## src/rtl/lipw_pkg.sv

```systemverilog
`timescale 1ns / 1ps
// ----------------------------------------------------------------------------
// lipw_pkg
// Shared constants, register indexes and helpers for the intensity to
// current/pwm word core.
// ----------------------------------------------------------------------------
package lipw_pkg;

    localparam int INTENSITY_W = 16;
    localparam int PRODUCT_W   = 32;
    localparam int LEVEL_W     = 5;
    localparam int PWM_W       = 8;
    localparam int GAIN_W      = 8;
    localparam int WORD_W      = 32;
    localparam int CFG_INDEX_W = 2;

    // level division: remainder width, one cell per quotient bit
    localparam int LEVEL_DIV_W   = 28;
    localparam int LEVEL_CELLS   = 5;
    // spread division by the level
    localparam int SPREAD_DIV_W  = 5;
    localparam int SPREAD_CELLS  = 28;
    // width division
    localparam int WIDTH_DIV_W   = 20;
    localparam int WIDTH_CELLS   = 8;

    localparam logic [LEVEL_DIV_W-1:0] LEVEL_STEP = 28'd138543105;
    localparam logic [WIDTH_DIV_W-1:0] WIDTH_DIV  = 20'd541185;
    localparam logic [2:0]             LEVEL_TAG  = 3'b111;

    localparam logic [GAIN_W-1:0] RED_GAIN_RST   = 8'd255;
    localparam logic [GAIN_W-1:0] GREEN_GAIN_RST = 8'd192;
    localparam logic [GAIN_W-1:0] BLUE_GAIN_RST  = 8'd127;

    // pipeline depth from accepted transaction to result strobe
    localparam int PIPE_LATENCY = 1 + LEVEL_CELLS + SPREAD_CELLS + WIDTH_CELLS + 2;

    typedef enum logic [CFG_INDEX_W-1:0] {
        CFG_RED_GAIN   = 2'd0,
        CFG_GREEN_GAIN = 2'd1,
        CFG_BLUE_GAIN  = 2'd2
    } cfg_index_t;

    // floor(v / 255), exact for v up to 65279
    function automatic logic [PWM_W-1:0] div255(input logic [15:0] v);
        logic [16:0] t;
        t = {1'b0, v} + {9'd0, v[15:8]} + 17'd1;
        return t[15:8];
    endfunction

endpackage

```

## src/rtl/lipw_div_cell.sv

```systemverilog
`timescale 1ns / 1ps
// ----------------------------------------------------------------------------
// lipw_div_cell
// One restoring division step: shifts in a dividend bit, conditionally
// subtracts the divisor and shifts the quotient bit in, then registers.
// ----------------------------------------------------------------------------
module lipw_div_cell
    import lipw_pkg::*;
#(
    parameter int DW = 8,
    parameter int NW = 8,
    parameter int TW = 8
)
(
    input  logic          clk,
    input  logic          rst_n,
    input  logic          in_valid,
    input  logic [DW-1:0] in_rem,
    input  logic [NW-1:0] in_num,
    input  logic [NW-1:0] in_quo,
    input  logic [DW-1:0] in_div,
    input  logic [TW-1:0] in_tag,
    output logic          out_valid,
    output logic [DW-1:0] out_rem,
    output logic [NW-1:0] out_num,
    output logic [NW-1:0] out_quo,
    output logic [DW-1:0] out_div,
    output logic [TW-1:0] out_tag
);

    logic          valid_reg;
    logic [DW-1:0] rem_reg,  rem_next;
    logic [NW-1:0] num_reg,  num_next;
    logic [NW-1:0] quo_reg,  quo_next;
    logic [DW-1:0] div_reg;
    logic [TW-1:0] tag_reg;
    logic [DW:0]   trial;
    logic [DW:0]   diff;
    logic          fits;

    always_comb
    begin
        trial    = {in_rem, in_num[NW-1]};
        diff     = trial - {1'b0, in_div};
        fits     = (trial >= {1'b0, in_div});
        rem_next = fits ? diff[DW-1:0] : trial[DW-1:0];
        quo_next = {in_quo[NW-2:0], fits};
        num_next = {in_num[NW-2:0], 1'b0};
    end

    always_ff @(posedge clk or negedge rst_n)
    begin
        if (!rst_n)
        begin
            valid_reg <= 1'b0;
        end
        else
        begin
            valid_reg <= in_valid;
        end
    end

    always_ff @(posedge clk)
    begin
        rem_reg <= rem_next;
        num_reg <= num_next;
        quo_reg <= quo_next;
        div_reg <= in_div;
        tag_reg <= in_tag;
    end

    assign out_valid = valid_reg;
    assign out_rem   = rem_reg;
    assign out_num   = num_reg;
    assign out_quo   = quo_reg;
    assign out_div   = div_reg;
    assign out_tag   = tag_reg;

endmodule

```

## src/rtl/lipw_div_chain.sv

```systemverilog
`timescale 1ns / 1ps
// ----------------------------------------------------------------------------
// lipw_div_chain
// Row of division cells, one quotient bit per cell, one new dividend
// entering every cycle.
// ----------------------------------------------------------------------------
module lipw_div_chain
    import lipw_pkg::*;
#(
    parameter int DW = 8,
    parameter int NW = 8,
    parameter int TW = 8
)
(
    input  logic          clk,
    input  logic          rst_n,
    input  logic          in_valid,
    input  logic [DW-1:0] in_rem,
    input  logic [NW-1:0] in_num,
    input  logic [DW-1:0] in_div,
    input  logic [TW-1:0] in_tag,
    output logic          out_valid,
    output logic [NW-1:0] out_quo,
    output logic [TW-1:0] out_tag
);

    logic          vld [NW+1];
    logic [DW-1:0] rem [NW+1];
    logic [NW-1:0] num [NW+1];
    logic [NW-1:0] quo [NW+1];
    logic [DW-1:0] dvs [NW+1];
    logic [TW-1:0] tag [NW+1];

    assign vld[0] = in_valid;
    assign rem[0] = in_rem;
    assign num[0] = in_num;
    assign quo[0] = '0;
    assign dvs[0] = in_div;
    assign tag[0] = in_tag;

    for (genvar i = 0; i < NW; i++)
    begin : g_cell
        lipw_div_cell #(
            .DW (DW),
            .NW (NW),
            .TW (TW)
        ) u_cell (
            .clk       (clk),
            .rst_n     (rst_n),
            .in_valid  (vld[i]),
            .in_rem    (rem[i]),
            .in_num    (num[i]),
            .in_quo    (quo[i]),
            .in_div    (dvs[i]),
            .in_tag    (tag[i]),
            .out_valid (vld[i+1]),
            .out_rem   (rem[i+1]),
            .out_num   (num[i+1]),
            .out_quo   (quo[i+1]),
            .out_div   (dvs[i+1]),
            .out_tag   (tag[i+1])
        );
    end

    assign out_valid = vld[NW];
    assign out_quo   = quo[NW];
    assign out_tag   = tag[NW];

endmodule

```

## src/rtl/lipw_gain_stage.sv

```systemverilog
`timescale 1ns / 1ps
// ----------------------------------------------------------------------------
// lipw_gain_stage
// Applies the colour gains to the pwm width and packs the led word.
// ----------------------------------------------------------------------------
module lipw_gain_stage
    import lipw_pkg::*;
(
    input  logic               clk,
    input  logic               rst_n,
    input  logic               in_valid,
    input  logic [PWM_W-1:0]   in_pwm,
    input  logic [LEVEL_W-1:0] in_level,
    input  logic [GAIN_W-1:0]  red_gain,
    input  logic [GAIN_W-1:0]  green_gain,
    input  logic [GAIN_W-1:0]  blue_gain,
    output logic               done,
    output logic [WORD_W-1:0]  led_word,
    output logic [LEVEL_W-1:0] current_level,
    output logic [PWM_W-1:0]   pwm_width
);

    logic               prod_valid_reg;
    logic [15:0]        red_prod_reg;
    logic [15:0]        green_prod_reg;
    logic [15:0]        blue_prod_reg;
    logic [PWM_W-1:0]   prod_pwm_reg;
    logic [LEVEL_W-1:0] prod_level_reg;

    logic               done_reg;
    logic [WORD_W-1:0]  word_reg,  word_next;
    logic [LEVEL_W-1:0] level_reg;
    logic [PWM_W-1:0]   pwm_reg;

    always_ff @(posedge clk or negedge rst_n)
    begin
        if (!rst_n)
        begin
            prod_valid_reg <= 1'b0;
            done_reg       <= 1'b0;
        end
        else
        begin
            prod_valid_reg <= in_valid;
            done_reg       <= prod_valid_reg;
        end
    end

    always_ff @(posedge clk)
    begin
        red_prod_reg   <= 16'(in_pwm) * 16'(red_gain);
        green_prod_reg <= 16'(in_pwm) * 16'(green_gain);
        blue_prod_reg  <= 16'(in_pwm) * 16'(blue_gain);
        prod_pwm_reg   <= in_pwm;
        prod_level_reg <= in_level;
    end

    always_comb
    begin
        word_next = {div255(red_prod_reg), div255(green_prod_reg),
                     div255(blue_prod_reg), LEVEL_TAG, prod_level_reg};
    end

    always_ff @(posedge clk)
    begin
        word_reg  <= word_next;
        level_reg <= prod_level_reg;
        pwm_reg   <= prod_pwm_reg;
    end

    assign done          = done_reg;
    assign led_word      = word_reg;
    assign current_level = level_reg;
    assign pwm_width     = pwm_reg;

    // level field in the word matches the level port
    assert property (@(posedge clk) disable iff (!rst_n)
        done |-> (led_word[7:5] == LEVEL_TAG) && (led_word[4:0] == current_level))
        else $error("led word level field mismatch");

    // a gain never exceeds unity
    assert property (@(posedge clk) disable iff (!rst_n)
        done |-> (led_word[31:24] <= pwm_width) && (led_word[23:16] <= pwm_width)
                 && (led_word[15:8] <= pwm_width))
        else $error("colour channel above pwm width");

endmodule

```

## src/rtl/led_intensity_to_current_pwm_word_core.sv

```systemverilog
`timescale 1ns / 1ps
// ----------------------------------------------------------------------------
// led_intensity_to_current_pwm_word_core
// Splits a linear intensity into a global current level and a pwm width and
// packs the gained colour channels into one led word.
// ----------------------------------------------------------------------------
// One intensity is taken every cycle (busy is always low) and its result is
// strobed on done, with led_word, current_level and pwm_width valid only in
// the cycle that done is high; results cannot be held off, so the receiver
// must take them as they come. The path runs through an input register, a
// row of 41 division cells, one quotient bit each: 5 for the current level,
// 28 for spreading the remainder over the level and 8 for the pwm width, and
// then a gain multiply register and the output register. Gains should only
// be written while no transaction is in flight.
// ----------------------------------------------------------------------------
module led_intensity_to_current_pwm_word_core
    import lipw_pkg::*;
(
    input  logic                   clk,
    input  logic                   rst_n,
    input  logic                   start,
    output logic                   busy,
    input  logic [INTENSITY_W-1:0] intensity,
    output logic                   done,
    output logic [WORD_W-1:0]      led_word,
    output logic [LEVEL_W-1:0]     current_level,
    output logic [PWM_W-1:0]       pwm_width,
    input  logic                   cfg_valid,
    output logic                   cfg_ready,
    input  logic [CFG_INDEX_W-1:0] cfg_index,
    input  logic [GAIN_W-1:0]      cfg_data
);

    logic [GAIN_W-1:0] red_gain_reg;
    logic [GAIN_W-1:0] green_gain_reg;
    logic [GAIN_W-1:0] blue_gain_reg;

    logic                 in_valid_reg;
    logic [PRODUCT_W-1:0] product_reg, product_next;

    logic                 lvl_valid;
    logic [LEVEL_W-1:0]   lvl_quo;
    logic [PRODUCT_W-1:0] lvl_product;

    logic                 spr_in_valid;
    logic [PRODUCT_W-1:0] spr_num;
    logic [LEVEL_W-1:0]   spr_level;
    logic                 spr_valid;
    logic [SPREAD_CELLS-1:0] spr_quo;
    logic [LEVEL_W-1:0]   spr_tag;

    logic                 wid_valid;
    logic [PWM_W-1:0]     wid_quo;
    logic [LEVEL_W-1:0]   wid_tag;

    assign busy      = 1'b0;
    assign cfg_ready = 1'b1;

    // colour gains
    always_ff @(posedge clk or negedge rst_n)
    begin
        if (!rst_n)
        begin
            red_gain_reg   <= RED_GAIN_RST;
            green_gain_reg <= GREEN_GAIN_RST;
            blue_gain_reg  <= BLUE_GAIN_RST;
        end
        else if (cfg_valid && cfg_ready)
        begin
            unique case (cfg_index)
                CFG_RED_GAIN:   red_gain_reg   <= cfg_data;
                CFG_GREEN_GAIN: green_gain_reg <= cfg_data;
                CFG_BLUE_GAIN:  blue_gain_reg  <= cfg_data;
                default:        ;
            endcase
        end
    end

    // intensity * 65535
    always_comb
    begin
        product_next = {intensity, 16'd0} - {16'd0, intensity};
    end

    always_ff @(posedge clk or negedge rst_n)
    begin
        if (!rst_n)
        begin
            in_valid_reg <= 1'b0;
        end
        else
        begin
            in_valid_reg <= start && !busy;
        end
    end

    always_ff @(posedge clk)
    begin
        product_reg <= product_next;
    end

    // level minus one
    lipw_div_chain #(
        .DW (LEVEL_DIV_W),
        .NW (LEVEL_CELLS),
        .TW (PRODUCT_W)
    ) u_level_chain (
        .clk       (clk),
        .rst_n     (rst_n),
        .in_valid  (in_valid_reg),
        .in_rem    ({1'b0, product_reg[PRODUCT_W-1:LEVEL_CELLS]}),
        .in_num    (product_reg[LEVEL_CELLS-1:0]),
        .in_div    (LEVEL_STEP),
        .in_tag    (product_reg),
        .out_valid (lvl_valid),
        .out_quo   (lvl_quo),
        .out_tag   (lvl_product)
    );

    always_comb
    begin
        spr_in_valid = lvl_valid;
        spr_num      = lvl_product - {{(PRODUCT_W-LEVEL_W){1'b0}}, lvl_quo};
        spr_level    = lvl_quo + 5'd1;
    end

    // spread over the level
    lipw_div_chain #(
        .DW (SPREAD_DIV_W),
        .NW (SPREAD_CELLS),
        .TW (LEVEL_W)
    ) u_spread_chain (
        .clk       (clk),
        .rst_n     (rst_n),
        .in_valid  (spr_in_valid),
        .in_rem    ({1'b0, spr_num[PRODUCT_W-1:SPREAD_CELLS]}),
        .in_num    (spr_num[SPREAD_CELLS-1:0]),
        .in_div    (spr_level),
        .in_tag    (spr_level),
        .out_valid (spr_valid),
        .out_quo   (spr_quo),
        .out_tag   (spr_tag)
    );

    // pwm width
    lipw_div_chain #(
        .DW (WIDTH_DIV_W),
        .NW (WIDTH_CELLS),
        .TW (LEVEL_W)
    ) u_width_chain (
        .clk       (clk),
        .rst_n     (rst_n),
        .in_valid  (spr_valid),
        .in_rem    (spr_quo[SPREAD_CELLS-1:WIDTH_CELLS]),
        .in_num    (spr_quo[WIDTH_CELLS-1:0]),
        .in_div    (WIDTH_DIV),
        .in_tag    (spr_tag),
        .out_valid (wid_valid),
        .out_quo   (wid_quo),
        .out_tag   (wid_tag)
    );

    lipw_gain_stage u_gain_stage (
        .clk           (clk),
        .rst_n         (rst_n),
        .in_valid      (wid_valid),
        .in_pwm        (wid_quo),
        .in_level      (wid_tag),
        .red_gain      (red_gain_reg),
        .green_gain    (green_gain_reg),
        .blue_gain     (blue_gain_reg),
        .done          (done),
        .led_word      (led_word),
        .current_level (current_level),
        .pwm_width     (pwm_width)
    );

    // every result has a matching accepted transaction
    assert property (@(posedge clk) disable iff (!rst_n)
        done |-> $past(start && !busy, PIPE_LATENCY))
        else $error("result without matching transaction");

    // level never zero
    assert property (@(posedge clk) disable iff (!rst_n)
        done |-> (current_level != 5'd0))
        else $error("current level out of range");

endmodule

```

## config.mk

```make
export PLATFORM = sky130hd
export DESIGN_NAME = led_intensity_to_current_pwm_word_core
export DESIGN_NICKNAME = d
export VERILOG_FILES = /design/src/rtl/lipw_pkg.sv /design/src/rtl/lipw_div_cell.sv /design/src/rtl/lipw_div_chain.sv /design/src/rtl/lipw_gain_stage.sv /design/src/rtl/led_intensity_to_current_pwm_word_core.sv
export SDC_FILE = /design/constraint.sdc
export NUM_CORES = 2
export LEC_CHECK = 0
export ABC_AREA = 1
export BUFFER_PORTS_ARGS = -buffer_cell sky130_fd_sc_hd__clkbuf_2
export CORE_MARGIN = 8
export CORE_UTILIZATION = 50
export DETAILED_ROUTE_END_ITERATION = 7
export PLACE_DENSITY_LB_ADDON = 0.25
export SLEW_MARGIN = 5
export SYNTH_ARGS = -nofsm -noshare
export SYNTH_HDL_FRONTEND = slang
export SYNTH_SLANG_ARGS = --single-unit
```

## constraint.sdc

```tcl
create_clock -name clk -period 4.7 [get_ports clk]
set_clock_uncertainty 0.15 [all_clocks]
set_input_delay 0.47 -clock clk [delete_from_list [all_inputs] [get_ports clk]]
set_output_delay 0.47 -clock clk [all_outputs]
set_load 0.02 [all_outputs]
```

==> metrics.log <==
INFO  metric gr-usage-all-layers = 16.83%
INFO  metric fp.dieArea = 140800 um^2
INFO  metric worst_slew_pin_slew = 1.255 ns
INFO  metric syn-mean-instance-area = slightly above 9 um^2
INFO  metric synth_common_cells = sky130_fd_sc_hd__dfxtp_1, sky130_fd_sc_hd__nand2_1, sky130_fd_sc_hd__inv_1
INFO  metric worst_slew_margin_rel = 15.03%
INFO  metric root_buffer = sky130_fd_sc_hd__clkbuf_16
INFO  metric route.detailed.vias_per_inst = approximately 4.7
INFO  metric outcome = complete, no violations
INFO  metric synth-seq-area-share = 56.03%
INFO  metric post-place-ws = between 0.15 and 0.2 ns
INFO  metric drt_iter0_drc = 2198
INFO  metric crit_type = register to register
INFO  metric worst_ep_arrival_time = 4.92 ns
INFO  metric clkSlewWorstSetupHoldPaths = roughly 0.070 ns
INFO  metric coreArea = around 130000 um^2
INFO  metric setup_total_negative_slack = 0 ns
INFO  metric worst_hold_path_class = register to register
INFO  metric die_width = 375.2 um
INFO  metric antenna_violations_before_repair = 0
INFO  metric fmaxAchievable = 228.7 MHz
INFO  metric grt_pass1_wl = between 150000 and 200000 um
INFO  metric layout_setup_ws = around 0.33 ns
INFO  metric power.static_leakage = roughly 35 nW
INFO  metric dominant_cell_type_by_area_after_synthesis = sky130_fd_sc_hd__dfxtp_1
INFO  metric largest_family_of_logic_cells_by_synthesized_area = simple AND/OR/NAND/NOR gates
INFO  metric floorplan.die.height = about 380 um
INFO  metric cts_tree = built
INFO  metric synth-edff-count = 0
INFO  metric fin_crit = around 4.4 ns
INFO  metric post_synth_and_or_nand_nor_area_fraction = between 15 and 20%
INFO  metric fillers = 11280
INFO  metric gp_routability_congestion = between 0.8 and 0.9
INFO  metric synth.top_cells.by_area = sky130_fd_sc_hd__dfxtp_1, sky130_fd_sc_hd__nand2_1, sky130_fd_sc_hd__ha_1
INFO  metric synth-compound-area-share = 5.185%
INFO  metric worstPathCellList = buf_4, nand2_1, inv_1, fa_1, fa_1, fa_1, inv_1, fa_1, inv_1, ha_1, nand2_1, o21ai_0, nand2_1, nand3_1, xor2_1
INFO  metric post_synth_inst_count = between 7000 and 8000
INFO  metric syn2layout_area_growth = 13.28%
INFO  metric synth_warnings = 0
INFO  metric grt_setup_unrepaired = false
INFO  metric largest_reg_flops = around 410
INFO  metric floorplan.initialDensity = roughly half
INFO  metric most_frequent_cell_after_synthesis = sky130_fd_sc_hd__dfxtp_1
INFO  metric post_route_cells_drive_above_1_share = ~6.4%
INFO  metric cp_peak_stage_delay = 0.55 ns
INFO  metric drc = 0
INFO  metric synthAdderAreaFrac = 9.997%
INFO  metric clock_sinks = 1788
INFO  metric routed_wire_length_per_instance = about 13 um
INFO  metric timing.critical_path.max_delay_family = adder cells
INFO  metric htreeDepth = 4
INFO  metric dp_hpwl = slightly below 90000 um
INFO  metric antenna_violating_nets_post_route = 0
INFO  metric synthesis.area = 64530 um^2
INFO  metric clkLatencyLatePin = 0.78 ns
INFO  metric crit_fanout = 7
INFO  metric synth_top_area_share = between 50% and 60%
INFO  metric first_global_vias = 41760
INFO  metric cellPowerDensity = 845.8 nW/um^2
INFO  metric async_flop_share = 3.803%
INFO  metric max_cap_viol_count = 0
INFO  metric critical_path.n_buffers_inverters = 4
INFO  metric drt_pre_antenna_iters = 6
INFO  metric synth_flop_cell = sky130_fd_sc_hd__dfxtp_1
INFO  metric grt_overflow_total = 0
INFO  metric synth-seq-cells = approximately 1800
INFO  metric route.final.wire_length = between 100000 and 150000 um
INFO  metric ioPinCount = between 70 and 80
INFO  metric clock_buffer_count_from_cts = ~170
INFO  metric mux_contribution_to_synthesized_area = 0%
INFO  metric report.final.setup_viol = 0
INFO  metric clockBufferDepth = 3
INFO  metric required = between 5 and 6 ns
INFO  metric startpoint_type = register
INFO  metric vias_post_dr = 42870
INFO  metric crit_end_category = register
INFO  metric layout_worst_path_cycle_share = 93.05%
INFO  metric placement.io_buffers = 72
INFO  metric design.final.nets = 7689
INFO  metric synth-xor-area-share = under 10%
INFO  metric most_frequent_cp_cell = sky130_fd_sc_hd__fa_1
INFO  metric slew_violations = 0
INFO  metric grt_max_degree = slightly below 70
INFO  metric slowest_stage = sky130_fd_sc_hd__fa_1
INFO  metric placement_rows = 132
INFO  metric insertedDiodeCount = 0
INFO  metric ir_worst_vdd = between 600 and 700 uV
INFO  metric synth.distinct_cells = between 40 and 50
INFO  metric final-hold-violation-count = 0
[power by group]
group / internal, mW / leakage (nW) / switching [mW]
logic: 9.09 / 17.1 / 14.1
registers: 20.9 / 15.2 / 2.98
clock network: 9.04 / 3.06 / 5.72
total: 39.1 / 35.4 / 22.7
[cell families after synthesis]
group                    count (synthesis)
adder cells (fa/ha/maj)                434
AND/OR/NAND/NOR                       2789
AO/OA/AOI/OAI                          625
flip-flops                            1788
other                                    2
buffers and inverters                 1126
XOR/XNOR                               297
[metal layers]
metal	vias up	track usage [%]	wire (um)
li1	22300	-	-
met5	-	0	0
met4	0	6.286	3648
met2	702	29.33	58010
met3	243	3.019	4625
met1	19630	20.79	53740
[worst register-to-register path, cell delays in order (launching register included)]
cell	delay [ns]
sky130_fd_sc_hd__dfxtp_1	0.53
sky130_fd_sc_hd__buf_4	0.23
sky130_fd_sc_hd__nand2_1	0.06
sky130_fd_sc_hd__inv_1	0.07
sky130_fd_sc_hd__fa_1	0.44
sky130_fd_sc_hd__fa_1	0.52
sky130_fd_sc_hd__fa_1	0.55
sky130_fd_sc_hd__inv_1	0.06
sky130_fd_sc_hd__fa_1	0.53
sky130_fd_sc_hd__inv_1	0.04
sky130_fd_sc_hd__ha_1	0.36
sky130_fd_sc_hd__nand2_1	0.11
sky130_fd_sc_hd__o21ai_0	0.33
sky130_fd_sc_hd__nand2_1	0.09
sky130_fd_sc_hd__nand3_1	0.11
sky130_fd_sc_hd__xor2_1	0.14
[layout by cell type (no fill, tap or decap), types with 6 or more instances in the layout]
cell,count
sky130_fd_sc_hd__fa_1,136
sky130_fd_sc_hd__and2_1,6
sky130_fd_sc_hd__nand3b_1,35
sky130_fd_sc_hd__nor2_2,16
sky130_fd_sc_hd__clkbuf_8,27
sky130_fd_sc_hd__clkinv_2,28
sky130_fd_sc_hd__clkinv_4,8
sky130_fd_sc_hd__inv_2,8
sky130_fd_sc_hd__nand3_2,9
sky130_fd_sc_hd__or2_2,6
sky130_fd_sc_hd__dfrtp_1,51
sky130_fd_sc_hd__nand2_1,1581
sky130_fd_sc_hd__o21a_1,10
sky130_fd_sc_hd__o21ai_1,19
sky130_fd_sc_hd__a21oi_1,274
sky130_fd_sc_hd__o211ai_1,7
sky130_fd_sc_hd__nand4_1,110
sky130_fd_sc_hd__nor3_1,44
sky130_fd_sc_hd__nand3_1,261
sky130_fd_sc_hd__inv_1,978
sky130_fd_sc_hd__ha_1,298
sky130_fd_sc_hd__dfxtp_1,1716
sky130_fd_sc_hd__clkbuf_1,29
sky130_fd_sc_hd__clkbuf_16,175
sky130_fd_sc_hd__bufinv_16,31
sky130_fd_sc_hd__xnor2_1,61
sky130_fd_sc_hd__o21bai_1,10
sky130_fd_sc_hd__clkbuf_2,72
sky130_fd_sc_hd__xor2_1,236
sky130_fd_sc_hd__clkinvlp_4,10
sky130_fd_sc_hd__dfstp_2,17
sky130_fd_sc_hd__inv_6,7
sky130_fd_sc_hd__nor2_1,696
sky130_fd_sc_hd__o21ai_0,268
sky130_fd_sc_hd__o311ai_1,13
sky130_fd_sc_hd__dlygate4sd3_1,32
sky130_fd_sc_hd__buf_4,22
[cell type report]
| cell class | instances | area (um^2) | area share [%] |
|---|---|---|---|
| Sequential cell | 1788 | 36160 | 49.47 |
| Multi-Input combinational cell | 4150 | 23990 | 32.83 |
| Clock buffer | 231 | 4860 | 6.648 |
| Inverter | 986 | 3701 | 5.063 |
| Tap cell | 1675 | 2096 | 2.867 |
| Clock inverter | 92 | 1419 | 1.941 |
| Timing Repair Buffer | 127 | 865.8 | 1.185 |
[path summary, 6_finish.rpt]
kind,to,slack [ns],from,depth (start not counted)
setup / recovery,u_gain_stage.green_prod_reg[14],0.33,u_width_chain.g_cell[7].u_cell.out_quo[4],15
hold / removal,u_spread_chain.g_cell[27].u_cell.out_quo[16],0.15,u_spread_chain.g_cell[26].u_cell.out_quo[15],0
setup reg to reg,u_gain_stage.green_prod_reg[14],0.33,u_width_chain.g_cell[7].u_cell.out_quo[4],15
hold reg to reg,u_spread_chain.g_cell[27].u_cell.out_quo[16],0.15,u_spread_chain.g_cell[26].u_cell.out_quo[15],0
max in group asynchronous,u_spread_chain.g_cell[15].u_cell.out_valid,3.52,rst_n,3
min in group asynchronous,green_gain_reg[5],0.30,rst_n,3
[through the flow]
step                util [%]  hold WS [ns]  cells  total power [mW]  cell area (um^2)
finish                 56.74        0.1506   9049             61.82             73100
global route           56.74        0.1544   9049             67.47             73100
CTS                    56.71        0.1117   9049             62.56             73050
detailed placement     51.59        0.1621   8694             47.28             66460
global placement       51.59        0.1596   8694             46.85             66460
floorplan                  -       0.02441   7064             41.52             64540
[what timing repair did]
item	in CTS	in global routing
endpoints found under the hold margin	108	0
setup buffers	0	0
hold buffers	32	0
gates resized for setup	0	4
endpoints found under the setup margin	0	21
No activity file was read; power rests on OpenSTA's default activity.
